[config.mk]
export PLATFORM = sky130hd
export DESIGN_NAME = svt_ctrl
export DESIGN_NICKNAME = d
export VERILOG_FILES = /design/src/design/swipe_velocity_tracker_defines.svh /design/src/design/svt_pkg.sv /design/src/design/svt_ctrl.sv
export SDC_FILE = /design/constraint.sdc
export NUM_CORES = 1
export LEC_CHECK = 0
export BUFFER_PORTS_ARGS = -buffer_cell sky130_fd_sc_hd__buf_2
export CAP_MARGIN = 40
export CORE_MARGIN = 4
export CORE_UTILIZATION = 30
export DETAILED_ROUTE_END_ITERATION = 7
export GPL_TIMING_DRIVEN = 0
export PLACE_DENSITY = 0.64
export SYNTH_ARGS = -nofsm -noshare
export SYNTH_HDL_FRONTEND = slang
export SYNTH_SLANG_ARGS = --single-unit
[constraint.sdc]
create_clock -name clk -period 2.8 [get_ports clk]
set_clock_uncertainty 0.2 [all_clocks]
set_input_delay 0.42 -clock clk [delete_from_list [all_inputs] [get_ports clk]]
set_output_delay 0.42 -clock clk [all_outputs]
set_load 0.005 [all_outputs]
[src/design/swipe_velocity_tracker_defines.svh]
// Assertion macros for the swipe velocity tracker.
`ifndef SWIPE_VELOCITY_TRACKER_DEFINES_SVH
`define SWIPE_VELOCITY_TRACKER_DEFINES_SVH
// Concurrent check that an implication holds at every clock edge outside reset.
`define SVT_ASSERT(label, clk, rst_n, prop, msg) \
    label: assert property (@(posedge clk) disable iff (!rst_n) (prop)) else $error(msg);
// Concurrent check that a signal keeps its value in the cycle after a condition.
`define SVT_ASSERT_STABLE(label, clk, rst_n, cond, sig, msg) \
    label: assert property (@(posedge clk) disable iff (!rst_n) (cond) |=> $stable(sig)) \
        else $error(msg);
`endif

[src/design/svt_pkg.sv]
// ----------------------------------------------------------------------------
// svt_pkg
// Shared types and constants of the swipe velocity tracker.
// ----------------------------------------------------------------------------
package svt_pkg;
    localparam int DEFAULT_DEPTH = 32;
    localparam logic [19:0] WINDOW_RESET = 20'd150000;
    localparam logic [23:0] GAIN_RESET = 24'd21845;
    localparam logic CFG_WINDOW = 1'b0;
    localparam logic CFG_GAIN = 1'b1;
    localparam logic OP_PUSH = 1'b0;
    localparam logic OP_CLEAR = 1'b1;

    typedef enum logic [3:0] {
        ST_IDLE, ST_CHECK, ST_APPEND, ST_TRIM_RD, ST_TRIM_CMP, ST_SUM_RD, ST_SUM_ACC,
        ST_DIV, ST_MUL, ST_PROJ, ST_OUT
    } svt_state_t;

    typedef struct packed {
        logic load;      // capture input item
        logic clear;     // clear history
        logic check;     // evaluate ordering
        logic append;    // write sample
        logic trim_rd;   // read entry for trim
        logic trim_cmp;  // compare trim entry
        logic sum_rd;    // read entry for sum
        logic sum_acc;   // accumulate
        logic div_start;
        logic div_step;
        logic mul;
        logic proj;
        logic out_load;
    } svt_cmd_t;

    typedef struct packed {
        logic is_clear;
        logic order_ok;
        logic trim_more;
        logic sum_more;
        logic div_zero;
        logic div_done;
        logic out_busy;
    } svt_status_t;
endpackage

[src/design/svt_ctrl.sv]
// ----------------------------------------------------------------------------
// svt_ctrl
// Sequencer that walks one item through check, append and trim (stored samples only),
// sum, divide, multiply, projection and output steps.
// ----------------------------------------------------------------------------
module svt_ctrl
    import svt_pkg::*;
(
    input  logic        clk,
    input  logic        rst_n,
    input  logic        in_fire,
    input  svt_status_t sts,
    output logic        idle,
    output svt_cmd_t    cmd
);
    svt_state_t state_reg, state_next;

    always_ff @(posedge clk or negedge rst_n)
    begin
        if (!rst_n)
            state_reg <= ST_IDLE;
        else
            state_reg <= state_next;
    end

    // Next state.
    always_comb
    begin
        state_next = state_reg;
        unique case (state_reg)
            ST_IDLE:     if (in_fire) state_next = ST_CHECK;
            ST_CHECK:
            begin
                if (sts.is_clear) state_next = ST_SUM_RD;
                else if (sts.order_ok) state_next = ST_APPEND;
                else state_next = ST_SUM_RD;
            end
            ST_APPEND:   state_next = ST_TRIM_RD;
            ST_TRIM_RD:  state_next = ST_TRIM_CMP;
            ST_TRIM_CMP: state_next = sts.trim_more ? ST_TRIM_RD : ST_SUM_RD;
            ST_SUM_RD:   state_next = sts.sum_more ? ST_SUM_ACC : ST_DIV;
            ST_SUM_ACC:  state_next = ST_SUM_RD;
            ST_DIV:      if (sts.div_zero || sts.div_done) state_next = ST_MUL;
            ST_MUL:      state_next = ST_PROJ;
            ST_PROJ:     state_next = ST_OUT;
            ST_OUT:      if (!sts.out_busy) state_next = ST_IDLE;
            default:     state_next = ST_IDLE;
        endcase
    end

    // Outputs.
    always_comb
    begin
        cmd = '0;
        idle = (state_reg == ST_IDLE);
        unique case (state_reg)
            ST_IDLE:     cmd.load = in_fire;
            ST_CHECK:
            begin
                cmd.check = 1'b1;
                cmd.clear = sts.is_clear;
            end
            ST_APPEND:   cmd.append = 1'b1;
            ST_TRIM_RD:  cmd.trim_rd = 1'b1;
            ST_TRIM_CMP: cmd.trim_cmp = 1'b1;
            ST_SUM_RD:
            begin
                cmd.sum_rd = 1'b1;
                cmd.div_start = !sts.sum_more;
            end
            ST_SUM_ACC:  cmd.sum_acc = 1'b1;
            ST_DIV:      cmd.div_step = !(sts.div_zero || sts.div_done);
            ST_MUL:      cmd.mul = 1'b1;
            ST_PROJ:     cmd.proj = 1'b1;
            ST_OUT:      cmd.out_load = !sts.out_busy;
            default:     cmd = '0;
        endcase
    end
endmodule

==> flow_summary_export.csv <==
group,metric,value,unit
synth,synth_warnings,0,
detailed_routing,wl_per_cell,12.6,um
pwr,vdd_drop_max,0.000525,V
sta,period_share,74.1,%
detailed_routing,dr.pass1.iters,4,
global_routing,grt_max_degree,11,
synth,synth_edf_count,0,
worst_setup_path,arrival,1450,ps
sta,worstMarginPinSlew,359,ps
synth,syn_area,433,um^2
pwr,leakage,0.286,nW
synth,synth_largest_area_cell,"dfrtp_1",
sta,post-route-min-period,2070,ps
global_routing,track_usage,13.4,%
clocking,cts_root_buffer,"clkbuf_4",
place,place_ws,953,ps
place,place.gp.congestion,0.733,
sta,hold_viol,0,
final_layout,final_cell_mix,"24 x buf_2, 7 x nor3_1, 6 x nor2_1",
floorplanning,initial_utilization,32.5,%
flow_run,max_cap_violations,0,
floorplanning,dieArea,0.00211,mm^2
floorplanning,dieHeight,46.0,um
sta,finalSetupViolations,0,
global_routing,antenna_found_initial,0,
final_layout,area_delta_synth_final,38.4,%
detailed_routing,ant_nets,0,
synth,synth_seq_cells,4,
sta,fmax,0.482,GHz
sta,fin_tns_setup,0,ps
clocking,max-clock-path-buffers,2,
global_routing,grt_pass1_vias,483,
place,port_buffers,23,
worst_setup_path,critPathKind,"reg2out",
final_layout,design_area,599,um^2
final_layout,largest_register_ffs,4,
synth,async_reset_ff_share,100,%
final_layout,layout.nets,91,
worst_setup_path,crit_path_end_kind,"output pin",
detailed_routing,drc,0,
synth,synthCells,52,
worst_setup_path,cp_max_fo,7,
synth,synth_area_leaders,"dfrtp_1 23%, nor3_1 8.1%, buf_6 5.2%, nor2_1 5.2%, nor4_4 4.9%",
global_routing,grt_overflow_total,0,
final_layout,antenna_cells,0,
place,placed_area,567,um^2
worst_setup_path,crit_path_start_kind,"register",
detailed_routing,drt-total-wl,1.19,mm
clocking,clk_latency,230,ps
sta,finalMaxSlewViolations,0,
detailed_routing,num_vias,490,
clocking,cts.sinks,4,
sta,rsz0062_at_grt,"false",
floorplanning,die_x,46.0,um
final_layout,final_util,44.9,%
clocking,h-tree-depth,1,
synth,synth_seq_area_share,23.1,%
detailed_routing,vias_per_cell,5.21,
sta,maxSlewHeadroom,75.9,%
place,place_hpwl,944,um
clocking,clk_pin_slew,40,ps
synth,syn-num-nets,62,
floorplanning,io_pins,24,
floorplanning,num_rows,13,
status,outcome,"complete, no violations",
clocking,cts_tree,"built",
pwr,power-per-cell-area,1130,mW/mm^2
synth,avgSynthCellArea,8.33,um^2
final_layout,drive_above_1_share,45.6,%
clocking,cts_inserted_buffers,3,
floorplanning,coreArea,0.00133,mm^2
final_layout,final_common_cell,"buf_2",
detailed_routing,drtIter0Drc,5,
sta,worst_slack,726,ps
synth,synth_ff_type,"dfrtp_1",
synth,synth_top_area_share,23.1,%
global_routing,grt_pass1_wl,2.06,mm
synth,synth_cell_types,32,
worst_setup_path,required,2180,ps
min_path,min_path_type,"in2reg",
## synthesized netlist by cell type (2+ instances only)
master / n
buf_6: 2
nor2_1: 6
nand2b_1: 2
nand2_1: 3
nor3_1: 7
nand2b_2: 2
dfrtp_1: 4
and2_1: 2
## worst paths after layout
kind                       slack [ps]          from  cells past startpoint           end
min in group asynchronous         330         rst_n                      2  state_reg[3]
max                               730  state_reg[3]                      3        cmd[3]
min reg2reg                       510  state_reg[3]                      3  state_reg[0]
max reg2reg                      1270  state_reg[3]                      4  state_reg[1]
min                               320        sts[4]                      3  state_reg[2]
max in group asynchronous        1950         rst_n                      2  state_reg[2]
## logic make-up (layout without fill, tap and decap cells)
family | count (synthesis) | after routing | share of synthesized area (%)
multiplexers | 1 | 1 | 2.60
buffers and inverters | 6 | 33 | 9.82
AO/OA/AOI/OAI | 12 | 12 | 22.0
AND/OR/NAND/NOR | 28 | 28 | 40.5
flip-flops | 4 | 4 | 23.1
XOR/XNOR | 1 | 1 | 2.02
## layer usage
metal	track usage [%]	part of all wire, %
met1	18.9	45
met2	19.0	47
met3	3.56	7.9
met4	5.11	0
met5	0	0
## report_power, final
part           total (mW)  internal [mW]  switching, mW  leakage (nW)
clock network      0.0682         0.0477         0.0205        0.0138
logic               0.476          0.229          0.247         0.223
registers           0.135         0.0900         0.0453        0.0490
total               0.679          0.367          0.313         0.286
## worst max-delay path, stage by stage, from the launching register on
cell	delay, ps
dfrtp_1	400
nand2b_2	270
nor4_4	370
buf_2	180
## metrics by stage
stage | std cells | total power, mW | hold slack (ps)
6_report | 94 | 0.679 | 320
5_1_grt | 94 | 0.752 | 332
4_1_cts | 94 | 0.693 | 315
3_5_place_dp | 90 | 0.620 | 28.9
3_3_place_gp | 90 | 0.613 | 25.1
2_1_floorplan | 52 | 0.482 | -75.6
## what timing repair did
item	in CTS	in global routing
hold buffers	1	0
buffers inserted	0	0
endpoints found under the setup margin	0	0
resized for setup	0	0
hold endpoints to repair	4	0
## cell type report
class                           instances  area [um^2]
Fill cell                             151          734
Multi-Input combinational cell         42          290
Timing Repair Buffer                   24          125
Sequential cell                         4          100
Buffer                                  4         35.0
Clock buffer                            3         22.5
Tap cell                               15         18.8
Inverter                                2         7.51
(Power assumes the default switching activity.)
